<file path="src/hw/rtl/pfat_pkg.sv">
// Shared types and constants for the PWM feedback angle tracker.
package pfat_pkg;

    // Field widths
    localparam int TIME_W   = 13;
    localparam int PERIOD_W = 14;
    localparam int ANGLE_W  = 12;
    localparam int TURNS_W  = 16;
    localparam int TOTAL_W  = 28;
    localparam int UNITS_W  = 13;
    localparam int DUTY_W   = 12;
    localparam int CYCLE_W  = 14;
    localparam int CFG_IDX_W  = 3;
    localparam int CFG_DATA_W = 14;

    // Shared divider: dividend width, divisor width, two quotient bits per cycle
    localparam int DIV_W    = 26;
    localparam int DEN_W    = 14;
    localparam int DIV_CNT_W = 4;
    localparam logic [DIV_CNT_W-1:0] DIV_LAST = DIV_CNT_W'(DIV_W / 2 - 1);

    // Product and sum widths
    localparam int ANG_PROD_W = 27;
    localparam int TOT_PROD_W = 30;
    localparam int ANG_RAW_W  = 28;

    // Register indexes
    localparam logic [CFG_IDX_W-1:0] CFG_DUTY_SCALE  = 3'd0;
    localparam logic [CFG_IDX_W-1:0] CFG_UNITS       = 3'd1;
    localparam logic [CFG_IDX_W-1:0] CFG_DUTY_MIN    = 3'd2;
    localparam logic [CFG_IDX_W-1:0] CFG_DUTY_MAX    = 3'd3;
    localparam logic [CFG_IDX_W-1:0] CFG_Q2_MIN      = 3'd4;
    localparam logic [CFG_IDX_W-1:0] CFG_Q3_MAX      = 3'd5;
    localparam logic [CFG_IDX_W-1:0] CFG_CYCLE_MIN   = 3'd6;
    localparam logic [CFG_IDX_W-1:0] CFG_CYCLE_MAX   = 3'd7;

    // Register reset values
    localparam logic [DUTY_W-1:0]  RST_DUTY_SCALE = 12'd1000;
    localparam logic [UNITS_W-1:0] RST_UNITS      = 13'd360;
    localparam logic [DUTY_W-1:0]  RST_DUTY_MIN   = 12'd29;
    localparam logic [DUTY_W-1:0]  RST_DUTY_MAX   = 12'd971;
    localparam logic [ANGLE_W-1:0] RST_Q2_MIN     = 12'd90;
    localparam logic [ANGLE_W-1:0] RST_Q3_MAX     = 12'd270;
    localparam logic [CYCLE_W-1:0] RST_CYCLE_MIN  = 14'd1000;
    localparam logic [CYCLE_W-1:0] RST_CYCLE_MAX  = 14'd1200;

    // Saturation limits
    localparam logic signed [TURNS_W-1:0] TURNS_MAX = 16'sh7FFF;
    localparam logic signed [TURNS_W-1:0] TURNS_MIN = 16'sh8000;
    localparam logic signed [TOT_PROD_W-1:0] TOTAL_MAX = 30'sd134217727;
    localparam logic signed [TOT_PROD_W-1:0] TOTAL_MIN = -30'sd134217728;
    localparam logic [ANGLE_W-1:0] ANGLE_TOP_MAX = 12'd4095;

    typedef enum logic [3:0] {
        ST_IDLE,
        ST_CHECK,
        ST_DIV,
        ST_MUL_ANGLE,
        ST_ANGLE,
        ST_TURNS,
        ST_MUL_TOTAL,
        ST_SUM,
        ST_DONE
    } state_t;

endpackage

</file>
<file path="src/hw/rtl/pwm_feedback_angle_tracker_core.sv">
// PWM feedback angle tracker: period check, duty and angle division, turn counting.
//
//  channel  | ports                         | moves
//  ---------+-------------------------------+-----------------------------------------
//  input    | s_tvalid s_tready s_tdata     | one high/low time pair per transfer
//  result   | m_tvalid m_tready m_tdata     | one result per input transfer
//           | m_tuser                       |   m_tuser = sample_valid
//  config   | cfg_valid cfg_ready cfg_index | register write, always ready
//           | cfg_data                      |
//
// Sequence: a valid item passes ST_CHECK, the duty division, ST_MUL_ANGLE, the angle
// division, ST_ANGLE, ST_TURNS, ST_MUL_TOTAL and ST_SUM; its result is loaded in ST_DONE.
// The shared restoring divider, two quotient bits a cycle, serves duty and then angle.
// An out-of-bounds item goes from ST_CHECK straight to ST_DONE, where its result is loaded.
// Reset: synchronous, active low; registers go to their documented defaults,
// turn state clears. One item in flight; s_tready is high only when idle.
// A finished result waits in the output register, and the next item may be
// taken while it waits; the sequencer holds in its last step until it is free.
module pwm_feedback_angle_tracker_core
    import pfat_pkg::*;
(
    input  logic                  aclk,
    input  logic                  aresetn,

    input  logic                  s_tvalid,
    output logic                  s_tready,
    // [12:0] high_time, [25:13] low_time, [31:26] zero
    input  logic [31:0]           s_tdata,

    output logic                  m_tvalid,
    input  logic                  m_tready,
    // [11:0] single_turn_angle, [27:12] turn_count, [55:28] total_angle
    output logic [55:0]           m_tdata,
    // [0] sample_valid
    output logic                  m_tuser,

    input  logic                  cfg_valid,
    output logic                  cfg_ready,
    input  logic [CFG_IDX_W-1:0]  cfg_index,
    input  logic [CFG_DATA_W-1:0] cfg_data
);

    // ---------------- configuration ----------------
    logic [DUTY_W-1:0]  duty_scale_reg;
    logic [UNITS_W-1:0] units_reg;
    logic [DUTY_W-1:0]  duty_min_reg;
    logic [DUTY_W-1:0]  duty_max_reg;
    logic [ANGLE_W-1:0] q2_min_reg;
    logic [ANGLE_W-1:0] q3_max_reg;
    logic [CYCLE_W-1:0] cycle_min_reg;
    logic [CYCLE_W-1:0] cycle_max_reg;

    assign cfg_ready = 1'b1;

    always_ff @(posedge aclk) begin
        if (!aresetn) begin
            duty_scale_reg <= RST_DUTY_SCALE;
            units_reg      <= RST_UNITS;
            duty_min_reg   <= RST_DUTY_MIN;
            duty_max_reg   <= RST_DUTY_MAX;
            q2_min_reg     <= RST_Q2_MIN;
            q3_max_reg     <= RST_Q3_MAX;
            cycle_min_reg  <= RST_CYCLE_MIN;
            cycle_max_reg  <= RST_CYCLE_MAX;
        end else if (cfg_valid) begin
            unique case (cfg_index)
                CFG_DUTY_SCALE: duty_scale_reg <= cfg_data[DUTY_W-1:0];
                CFG_UNITS:      units_reg      <= cfg_data[UNITS_W-1:0];
                CFG_DUTY_MIN:   duty_min_reg   <= cfg_data[DUTY_W-1:0];
                CFG_DUTY_MAX:   duty_max_reg   <= cfg_data[DUTY_W-1:0];
                CFG_Q2_MIN:     q2_min_reg     <= cfg_data[ANGLE_W-1:0];
                CFG_Q3_MAX:     q3_max_reg     <= cfg_data[ANGLE_W-1:0];
                CFG_CYCLE_MIN:  cycle_min_reg  <= cfg_data[CYCLE_W-1:0];
                CFG_CYCLE_MAX:  cycle_max_reg  <= cfg_data[CYCLE_W-1:0];
                default: ;
            endcase
        end
    end

    // ---------------- sequencer ----------------
    state_t state_reg, state_next;

    logic [TIME_W-1:0]     high_reg;
    logic [PERIOD_W-1:0]   period_reg;
    logic [DIV_W-1:0]      quo_reg;      // dividend shifts out the top, quotient in at the bottom
    logic [DEN_W-1:0]      rem_reg;
    logic [DEN_W-1:0]      den_reg;
    logic [DIV_CNT_W-1:0]  cnt_reg;
    logic                  div_sel_reg;  // 0: duty division, 1: angle division
    logic                  neg_reg;      // angle quotient sign
    logic [ANGLE_W-1:0]    theta_reg;
    logic signed [TOT_PROD_W-1:0] prod_reg;
    logic                  ok_reg;

    logic [ANGLE_W-1:0]         prev_reg;
    logic signed [TURNS_W-1:0]  turns_reg;
    logic                       primed_reg;
    logic signed [TOTAL_W-1:0]  last_total_reg;

    logic                       m_tvalid_reg;
    logic                       m_valid_reg;
    logic [ANGLE_W-1:0]         m_angle_reg;
    logic signed [TURNS_W-1:0]  m_turns_reg;
    logic signed [TOTAL_W-1:0]  m_total_reg;

    logic in_xfer;
    logic out_free;
    logic out_load;
    logic item_ok;
    logic div_done;

    assign in_xfer  = s_tvalid && s_tready;
    assign out_free = !m_tvalid_reg || m_tready;
    assign div_done = (cnt_reg == '0);

    // period bounds and a nonzero angle divisor
    logic [DUTY_W:0] duty_max_p1;
    assign duty_max_p1 = {1'b0, duty_max_reg} + 13'd1;
    assign item_ok = (period_reg != '0) && (period_reg >= cycle_min_reg) &&
                     (period_reg <= cycle_max_reg) &&
                     (duty_max_p1 != {1'b0, duty_min_reg});

    always_comb begin
        state_next = state_reg;
        unique case (state_reg)
            ST_IDLE:      if (in_xfer) state_next = ST_CHECK;
            ST_CHECK:     state_next = item_ok ? ST_DIV : ST_DONE;
            ST_DIV: begin
                if (div_done) state_next = div_sel_reg ? ST_ANGLE : ST_MUL_ANGLE;
            end
            ST_MUL_ANGLE: state_next = ST_DIV;
            ST_ANGLE:     state_next = ST_TURNS;
            ST_TURNS:     state_next = ST_MUL_TOTAL;
            ST_MUL_TOTAL: state_next = ST_SUM;
            ST_SUM:       state_next = ST_DONE;
            ST_DONE:      if (out_free) state_next = ST_IDLE;
            default:      state_next = ST_IDLE;
        endcase
    end

    always_comb begin
        s_tready = 1'b0;
        out_load = 1'b0;
        unique case (state_reg)
            ST_IDLE: s_tready = 1'b1;
            ST_DONE: out_load = out_free;
            default: ;
        endcase
    end

    always_ff @(posedge aclk) begin
        if (!aresetn) state_reg <= ST_IDLE;
        else          state_reg <= state_next;
    end

    // ---------------- shared divider step (two bits) ----------------
    logic [DEN_W:0]   t1, t2;
    logic             ge1, ge2;
    logic [DEN_W-1:0] r1, r2;

    always_comb begin
        t1  = {rem_reg, quo_reg[DIV_W-1]};
        ge1 = (t1 >= {1'b0, den_reg});
        r1  = ge1 ? DEN_W'(t1 - {1'b0, den_reg}) : t1[DEN_W-1:0];
        t2  = {r1, quo_reg[DIV_W-2]};
        ge2 = (t2 >= {1'b0, den_reg});
        r2  = ge2 ? DEN_W'(t2 - {1'b0, den_reg}) : t2[DEN_W-1:0];
    end

    // ---------------- arithmetic per step ----------------
    // (duty - duty_min) * units over the signed angle divisor
    logic signed [DUTY_W:0]      duty_diff;
    logic signed [UNITS_W:0]     units_s;
    logic signed [ANG_PROD_W-1:0] ang_prod;
    logic [DIV_W-1:0]            ang_mag;
    logic signed [DEN_W-1:0]     ang_div;
    logic [DEN_W-1:0]            ang_div_mag;

    assign duty_diff   = $signed({1'b0, quo_reg[DUTY_W-1:0]}) - $signed({1'b0, duty_min_reg});
    assign units_s     = $signed({1'b0, units_reg});
    assign ang_prod    = duty_diff * units_s;
    assign ang_mag     = ang_prod[ANG_PROD_W-1] ? DIV_W'(-ang_prod) : ang_prod[DIV_W-1:0];
    assign ang_div     = $signed({2'b00, duty_max_reg}) - $signed({2'b00, duty_min_reg})
                         + 14'sd1;
    assign ang_div_mag = ang_div[DEN_W-1] ? DEN_W'(-ang_div) : ang_div;

    // angle = (units - 1) - quotient, clamped to one turn
    logic signed [ANG_RAW_W-1:0] q_s;
    logic signed [ANG_RAW_W-1:0] angle_raw;
    logic [ANGLE_W-1:0]          angle_top;
    logic [ANGLE_W-1:0]          angle_clamped;

    always_comb begin
        q_s       = neg_reg ? -$signed({2'b00, quo_reg}) : $signed({2'b00, quo_reg});
        angle_raw = $signed({15'd0, units_reg}) - 28'sd1 - q_s;
        if (units_reg == '0)
            angle_top = '0;
        else if (units_reg > {1'b0, ANGLE_TOP_MAX})
            angle_top = ANGLE_TOP_MAX;
        else
            angle_top = ANGLE_W'(units_reg - 13'd1);
        if (angle_raw < 0)
            angle_clamped = '0;
        else if (angle_raw > $signed({16'd0, angle_top}))
            angle_clamped = angle_top;
        else
            angle_clamped = angle_raw[ANGLE_W-1:0];
    end

    // turns * units + theta, saturated to the total range
    logic signed [TOT_PROD_W-1:0] total_sum;
    logic signed [TOTAL_W-1:0]    total_sat;

    always_comb begin
        total_sum = prod_reg + $signed({18'd0, theta_reg});
        if (total_sum > TOTAL_MAX)      total_sat = TOTAL_MAX[TOTAL_W-1:0];
        else if (total_sum < TOTAL_MIN) total_sat = TOTAL_MIN[TOTAL_W-1:0];
        else                            total_sat = total_sum[TOTAL_W-1:0];
    end

    // ---------------- datapath ----------------
    always_ff @(posedge aclk) begin
        unique case (state_reg)
            ST_IDLE: begin
                if (in_xfer) begin
                    high_reg   <= s_tdata[TIME_W-1:0];
                    period_reg <= {1'b0, s_tdata[TIME_W-1:0]} +
                                  {1'b0, s_tdata[2*TIME_W-1:TIME_W]};
                end
            end
            ST_CHECK: begin
                ok_reg      <= item_ok;
                quo_reg     <= {14'd0, duty_scale_reg} * {13'd0, high_reg};
                den_reg     <= period_reg;
                rem_reg     <= '0;
                cnt_reg     <= DIV_LAST;
                div_sel_reg <= 1'b0;
            end
            ST_DIV: begin
                quo_reg <= {quo_reg[DIV_W-3:0], ge1, ge2};
                rem_reg <= r2;
                cnt_reg <= cnt_reg - 4'd1;
            end
            ST_MUL_ANGLE: begin
                quo_reg     <= ang_mag;
                den_reg     <= ang_div_mag;
                neg_reg     <= ang_prod[ANG_PROD_W-1] ^ ang_div[DEN_W-1];
                rem_reg     <= '0;
                cnt_reg     <= DIV_LAST;
                div_sel_reg <= 1'b1;
            end
            ST_ANGLE:     theta_reg <= angle_clamped;
            ST_MUL_TOTAL: prod_reg  <= turns_reg * units_s;
            default: ;
        endcase
    end

    // tracked turn state
    always_ff @(posedge aclk) begin
        if (!aresetn) begin
            prev_reg       <= '0;
            turns_reg      <= '0;
            primed_reg     <= 1'b0;
            last_total_reg <= '0;
        end else begin
            if (state_reg == ST_TURNS) begin
                if (primed_reg) begin
                    // quadrant 4 to quadrant 1 is a forward wrap, the reverse a backward one
                    if (theta_reg < q2_min_reg && prev_reg > q3_max_reg) begin
                        if (turns_reg != TURNS_MAX) turns_reg <= turns_reg + 16'sd1;
                    end else if (prev_reg < q2_min_reg && theta_reg > q3_max_reg) begin
                        if (turns_reg != TURNS_MIN) turns_reg <= turns_reg - 16'sd1;
                    end
                end
                primed_reg <= 1'b1;
                prev_reg   <= theta_reg;
            end
            if (state_reg == ST_SUM) last_total_reg <= total_sat;
        end
    end

    // ---------------- output register ----------------
    always_ff @(posedge aclk) begin
        if (!aresetn) begin
            m_tvalid_reg <= 1'b0;
        end else if (out_load) begin
            m_tvalid_reg <= 1'b1;
        end else if (m_tready) begin
            m_tvalid_reg <= 1'b0;
        end
    end

    always_ff @(posedge aclk) begin
        if (out_load) begin
            m_valid_reg <= ok_reg;
            m_angle_reg <= prev_reg;
            m_turns_reg <= turns_reg;
            m_total_reg <= last_total_reg;
        end
    end

    assign m_tvalid = m_tvalid_reg;
    assign m_tuser  = m_valid_reg;
    assign m_tdata  = {m_total_reg, m_turns_reg, m_angle_reg};

endmodule
</file>
<file path="config.mk">
export PLATFORM = sky130hd
export DESIGN_NAME = pwm_feedback_angle_tracker_core
export DESIGN_NICKNAME = d
export VERILOG_FILES = /design/src/hw/rtl/pfat_pkg.sv /design/src/hw/rtl/pwm_feedback_angle_tracker_core.sv
export SDC_FILE = /design/constraint.sdc
export NUM_CORES = 2
export LEC_CHECK = 0
export BUFFER_PORTS_ARGS = -buffer_cell sky130_fd_sc_hd__buf_2
export CORE_AREA = 2 2 304 306
export DETAILED_ROUTE_END_ITERATION = 8
export DIE_AREA = 0 0 306 308
export SLEW_MARGIN = 10
export SYNTH_ARGS = -nofsm -noshare
export SYNTH_HDL_FRONTEND = slang
export SYNTH_SLANG_ARGS = --single-unit
</file>
<file path="constraint.sdc">
create_clock -name aclk -period 10.89 [get_ports aclk]
set_input_delay 0.5445 -clock aclk [delete_from_list [all_inputs] [get_ports aclk]]
set_output_delay 0.5445 -clock aclk [all_outputs]
set_load 0.02 [all_outputs]
</file>
* Yosys cells after proc, flatten, opt, wreduce, memory -nomap -nowiden
Index checks and enable logic that the tools add are counted.
Operators by class: reductions and logical operators 31, magnitude comparators 13, muxes and demuxes 29, bitwise gates (word level) 1, $add $sub $neg 17, equal/unequal tests 22, $mul 3
Operators by type and width (number):
- 28-bit two-way mux | 3
- 26-bit one-hot mux with 3 select lines | 1
- 16-bit two-way mux | 4
- 14-bit one-hot mux with 2 select lines | 2
- 14-bit two-way mux | 3
- 12-bit two-way mux | 3
- 4-bit one-hot mux with 9 select lines | 1
- 16-bit != test, second input constant | 2
- 30-bit by 13-bit adder with 30-bit output | 1
- 15-bit by 14-bit >= comparator with 1-bit output | 2
- 30-bit by 28-bit greater-than comparator with 1-bit output, second input constant | 1
- 30-bit by 28-bit less-than comparator with 1-bit output, second input constant | 1
- 16-bit by 14-bit multiplier with 30-bit output | 1
- 28-bit by 13-bit greater-than comparator with 1-bit output | 1
- 28-bit by 1-bit less-than comparator with 1-bit output, second input constant | 1
- 26-bit negator with 28-bit output | 1
- 14-bit subtractor | 2
- 14-bit by 28-bit subtractor with 28-bit output | 1
- 13-bit by 14-bit multiplier with 27-bit output | 1
- 26-bit two-way mux | 1
- 26-bit negator | 1
- 12-bit by 12-bit subtractor with 13-bit output | 2
- 12-bit by 13-bit multiplier with 25-bit output | 1
- 12-bit greater-than comparator | 2
- other kinds (42) | 77
Storage, ports and cells: input bits 54, output and inout bits 60, flip-flop bits (word level) 350, logic and storage cells 145

* Depth between registers and ports, before layout
depth after elaboration 6, gate-level depth with buffers 38, gate-level depth less buffers 36

* Least setup slack after synthesis
OpenSTA, ideal clock, no wires.
path type reg2reg, start point register quo_reg[0], end point register quo_reg[7], data pin, library setup time 0.275 ns, required time 10.615 ns, slack 2.331 ns, path buffers 2, arrival time 8.284 ns, period minus slack after synthesis 8.559 ns, cell stages (with the launch flop) 37, cells stage by stage edfxtp_1 inv_1 ha_1 fa_1 nor2b_1 o21ai_0 a21boi_0 o21ai_0 a21boi_0 o21ai_0 nand2b_1 a21o_1 a21oi_1 o21ai_0 clkbuf_1 nor2_1 fa_1 inv_1 fa_1 inv_1 fa_1 fa_1 fa_1 ha_1 ha_1 and3_1 a221o_1 a21oi_1 o21a_1 o31a_1 o21ai_1 a31oi_1 xor2_1 buf_2 o21ai_0 xnor2_1 o221ai_1
Between the ends: longest elaborated chain between the ends 5
Ends and longest elaborated chain:
- start: declaration | RTL line pwm_feedback_angle_tracker_core.sv:85 | logic [DIV_W-1:0] quo_reg;
- start signal: assignment | RTL line pwm_feedback_angle_tracker_core.sv:233 | quo_reg <= {14'd0, duty_scale_reg} * {13'd0, high_reg};
- start signal: assignment | RTL line pwm_feedback_angle_tracker_core.sv:240 | quo_reg <= {quo_reg[DIV_W-3:0], ge1, ge2};
- start signal: assignment | RTL line pwm_feedback_angle_tracker_core.sv:245 | quo_reg <= ang_mag;
- 12-bit by 12-bit subtractor with 13-bit output * | RTL line pwm_feedback_angle_tracker_core.sv:179 | assign duty_diff = $signed({1'b0, quo_reg[DUTY_W-1:0]}) - $signed({1'b0, duty_min_reg});
- 13-bit by 14-bit multiplier with 27-bit output * | RTL line pwm_feedback_angle_tracker_core.sv:181 | assign ang_prod = duty_diff * units_s;
- 26-bit negator | RTL line pwm_feedback_angle_tracker_core.sv:182 | assign ang_mag = ang_prod[ANG_PROD_W-1] ? DIV_W'(-ang_prod) : ang_prod[DIV_W-1:0];
- 26-bit two-way mux * | RTL line pwm_feedback_angle_tracker_core.sv:182
- 26-bit one-hot mux with 3 select lines * | RTL line pwm_feedback_angle_tracker_core.sv:223 | unique case (state_reg)
Mark *: on every way between the ends. The rest lies on a longest branch, timed or not. A chain may end at the register's enable or synchronous reset.

* Final worst setup path
start point register duty_min_reg[1], end point register quo_reg[10], data pin
Between the ends: longest elaborated chain between the ends 5
Ends and longest elaborated chain:
- start: declaration | RTL line pwm_feedback_angle_tracker_core.sv:46 | logic [DUTY_W-1:0] duty_min_reg;
- start signal: assignment | RTL line pwm_feedback_angle_tracker_core.sv:69 | CFG_DUTY_MIN: duty_min_reg <= cfg_data[DUTY_W-1:0];
- 12-bit by 12-bit subtractor with 13-bit output * | RTL line pwm_feedback_angle_tracker_core.sv:179
- 13-bit by 14-bit multiplier with 27-bit output * | RTL line pwm_feedback_angle_tracker_core.sv:181
- 26-bit negator | RTL line pwm_feedback_angle_tracker_core.sv:182
- 26-bit two-way mux * | RTL line pwm_feedback_angle_tracker_core.sv:182
- 26-bit one-hot mux with 3 select lines * | RTL line pwm_feedback_angle_tracker_core.sv:223
Marked as above.

==> impl_results.md <==
* Run status: completed
* Slew Limit Fails at 0
* CTS Buf Count at 38
* CTS tree: yes
* RSZ-0062 raised after global routing: false
* GRT Total Usage at 0.227
* Seq cells post-synth at 350
* Worst setup margin at 0.735 ns
* Post-synth top flop: edfxtp_1
* Gp weighted congestion at 0.919
* Synth cell types at 96
* Post-synth EDFFs at 187
* Rows at 111
* H-tree depth at 2
* Vias per cell at 5.47
* Crit-path max cell delay at 0.98 ns
* Syn nets at 5548
* Total global routing overflow at 0
* CP max stage cell: xnor2_1
* Die X at 306 um
* Core Box Area at 91000 um^2
* First-pass GRT wire length at 173000 um
* Max Fclk at 98.5 MHz
* Rel. slew slack at 0.171
* Worst Hold Launch: s_tdata[12]
* Post CTS Setup Buffer Count at 0
* Vias at 31783
* Final Cell Area at 44400 um^2
* Setup crit end kind: flip-flop
* Sink Count at 350
* Post-synth ARST share at 0
* Hold path depth at 1
* Worst-path clk slew at 0.06 ns
* Port buffer count at 106
* Worst path required time at 11.21 ns
* Max-Cap Viols at 0
* R2r startpoint: duty_min_reg[1]
* Clk buf depth at 3
* Setup Skew at 0.0146 ns
* Initial core utilization at 0.457
* Period Utilization, post-route at 0.932
* Setup-failing EPs final at 0
* Syn_area_per_cell at 9.02 um^2
* Post-synthesis instance total at 4607
* Worst EP arrival at 10.47 ns
* Worst hold path type: primary input to flip-flop
* Layout cells sized above 1 at 0.0591
* I/O Pins at 114
* Worst reg2reg path depth at 33
* CP Buf/Inv Count at 3
* Crit path top cell by count: fa_1
* Worst-path fanout max at 12
* Setup slack, reg-to-reg at 0.74 ns
* Final setup TNS at 0 ns
* DR iter-0 viols at 1962
* Critical Path Start Type: flip-flop
* Final antenna diode count at 0
* Drt drc at 0
* Hold_buf cts at 0
* Number of antenna violations at the first check in global routing at 1
* Crit path max-delay family: adder cells
* Vias in the first global route at 31996
* Hold Path End: high_reg[12]
* Sequential element share of the synthesized area at 0.214
* Largest net degree at the start of global routing at 104
* Period minus WS final at 10.15 ns
* Worst slack at placement at 0.897 ns
* Placement Cell Area at 43100 um^2
* Clock Latency Late Sink at 0.57 ns
* Drt total wl at 105000 um
* CP Class: flip-flop to flip-flop
* Antenna-violating nets left at 0
* Crit Reg-Reg Endpoint: quo_reg[10]
* PostCTS Resize Cnt at 0
* WL/cell at 18.1 um
* Final #Nets at 5535
* Area growth, synth to finish at 6.79%
* Final Hold Fails at 0
* Clock Root Buffer: clkbuf_16
* Min Hold Slack at 0.178 ns
* Flip-flop count of the largest register after layout at 30
* Cell Area, Synth at 41600 um^2
* HPWL after detailed placement at 81000 um
* Die area at 94200 um^2
* Synth warn at 0
* Slew @ Worst Pin at 1.24 ns
* First drt pass iteration count at 7
* Die height at 308 um
[per-layer routing]
metal,GRT usage,part of all wire
met5,0,0
met1,0.316,0.47
met2,0.387,0.47
met3,0.0193,0.041
met4,0.0478,0.018
[synthesized netlist by cell type, types with 145 or more instances]
cell type / n / area [um^2]
a21oi_1: 166 / 831
inv_1: 616 / 2310
dfxtp_1: 163 / 3260
fa_1: 441 / 8830
nor2_1: 159 / 597
xnor2_1: 154 / 1350
ha_1: 446 / 5580
and2_1: 211 / 1320
nand2_1: 662 / 2480
o21ai_0: 145 / 726
edfxtp_1: 187 / 5620
clkbuf_1: 179 / 672
[how the worst max path moves through the flow]
stage               startpoint           to  cells past startpoint
2_1_floorplan       quo_reg[0]   quo_reg[7]                     36
3_3_place_gp   duty_min_reg[1]  quo_reg[10]                     33
3_5_place_dp   duty_min_reg[1]  quo_reg[10]                     33
5_1_grt        duty_min_reg[1]  quo_reg[10]                     33
6_report       duty_min_reg[1]  quo_reg[10]                     33
4_1_cts        duty_min_reg[1]  quo_reg[10]                     33
[worst reg2reg max path, delay by kind of cell, from the launching register on]
family	cells	cell delay [ns]
flops	1	0.42
compound gates	14	3.05
xor+xnor	3	1.52
fa+ha+maj	8	3.57
simple gates	5	0.86
buf+inv	3	0.48
[per-stage QoR]
| step | util | instances |
|---|---|---|
| floorplan | - | 4607 |
| global placement | 0.474 | 5740 |
| detailed placement | 0.474 | 5740 |
| CTS | 0.488 | 5808 |
| global route | 0.488 | 5808 |
| finish | 0.488 | 5808 |
[cell families after synthesis]
logic type,after synthesis,synth area share
AO/OA/AOI/OAI,771,0.127
XOR/XNOR,261,0.0550
adder cells (fa/ha/maj),887,0.347
buffers and inverters,823,0.0759
flip-flops,350,0.214
multiplexers,35,0.00948
other,1,0.0000902
AND/OR/NAND/NOR,1479,0.172
[layout make-up]
cell class	count	area, um^2
fillers	8713	46600
multi-input cells	3434	29600
flip-flops and latches	350	8880
inverters	618	2320
well taps	1186	1480
clock buffers	52	1110
repair buffers	152	878
clock inverters	16	163
[placed cells by master, fill, tap and decap left out, types with 14 or more instances in the layout]
cell type	synthesis	routed
nand2_1	662	662
inv_1	616	616
ha_1	446	446
fa_1	441	441
and2_1	211	211
edfxtp_1	187	187
a21oi_1	166	166
dfxtp_1	163	163
nor2_1	159	157
xnor2_1	154	154
o21ai_0	145	144
xor2_1	107	107
buf_2	9	105
a21boi_0	93	93
nand3_1	82	82
a21o_1	69	69
nor2b_1	67	66
nand2b_1	57	57
nor3_1	60	57
buf_4	11	47
nand4_1	40	40
clkbuf_16	0	39
o211ai_1	36	36
o21a_1	31	31
and3_1	29	29
nor4_1	24	24
o31ai_1	23	23
a221o_1	22	22
nand3b_1	20	20
mux2i_1	20	20
o221ai_1	18	18
o21bai_1	17	17
or3_1	16	16
or2_2	14	14
Power is not shown: default switching activity piles up to over one toggle a cycle in this logic, so the estimate is an artifact.
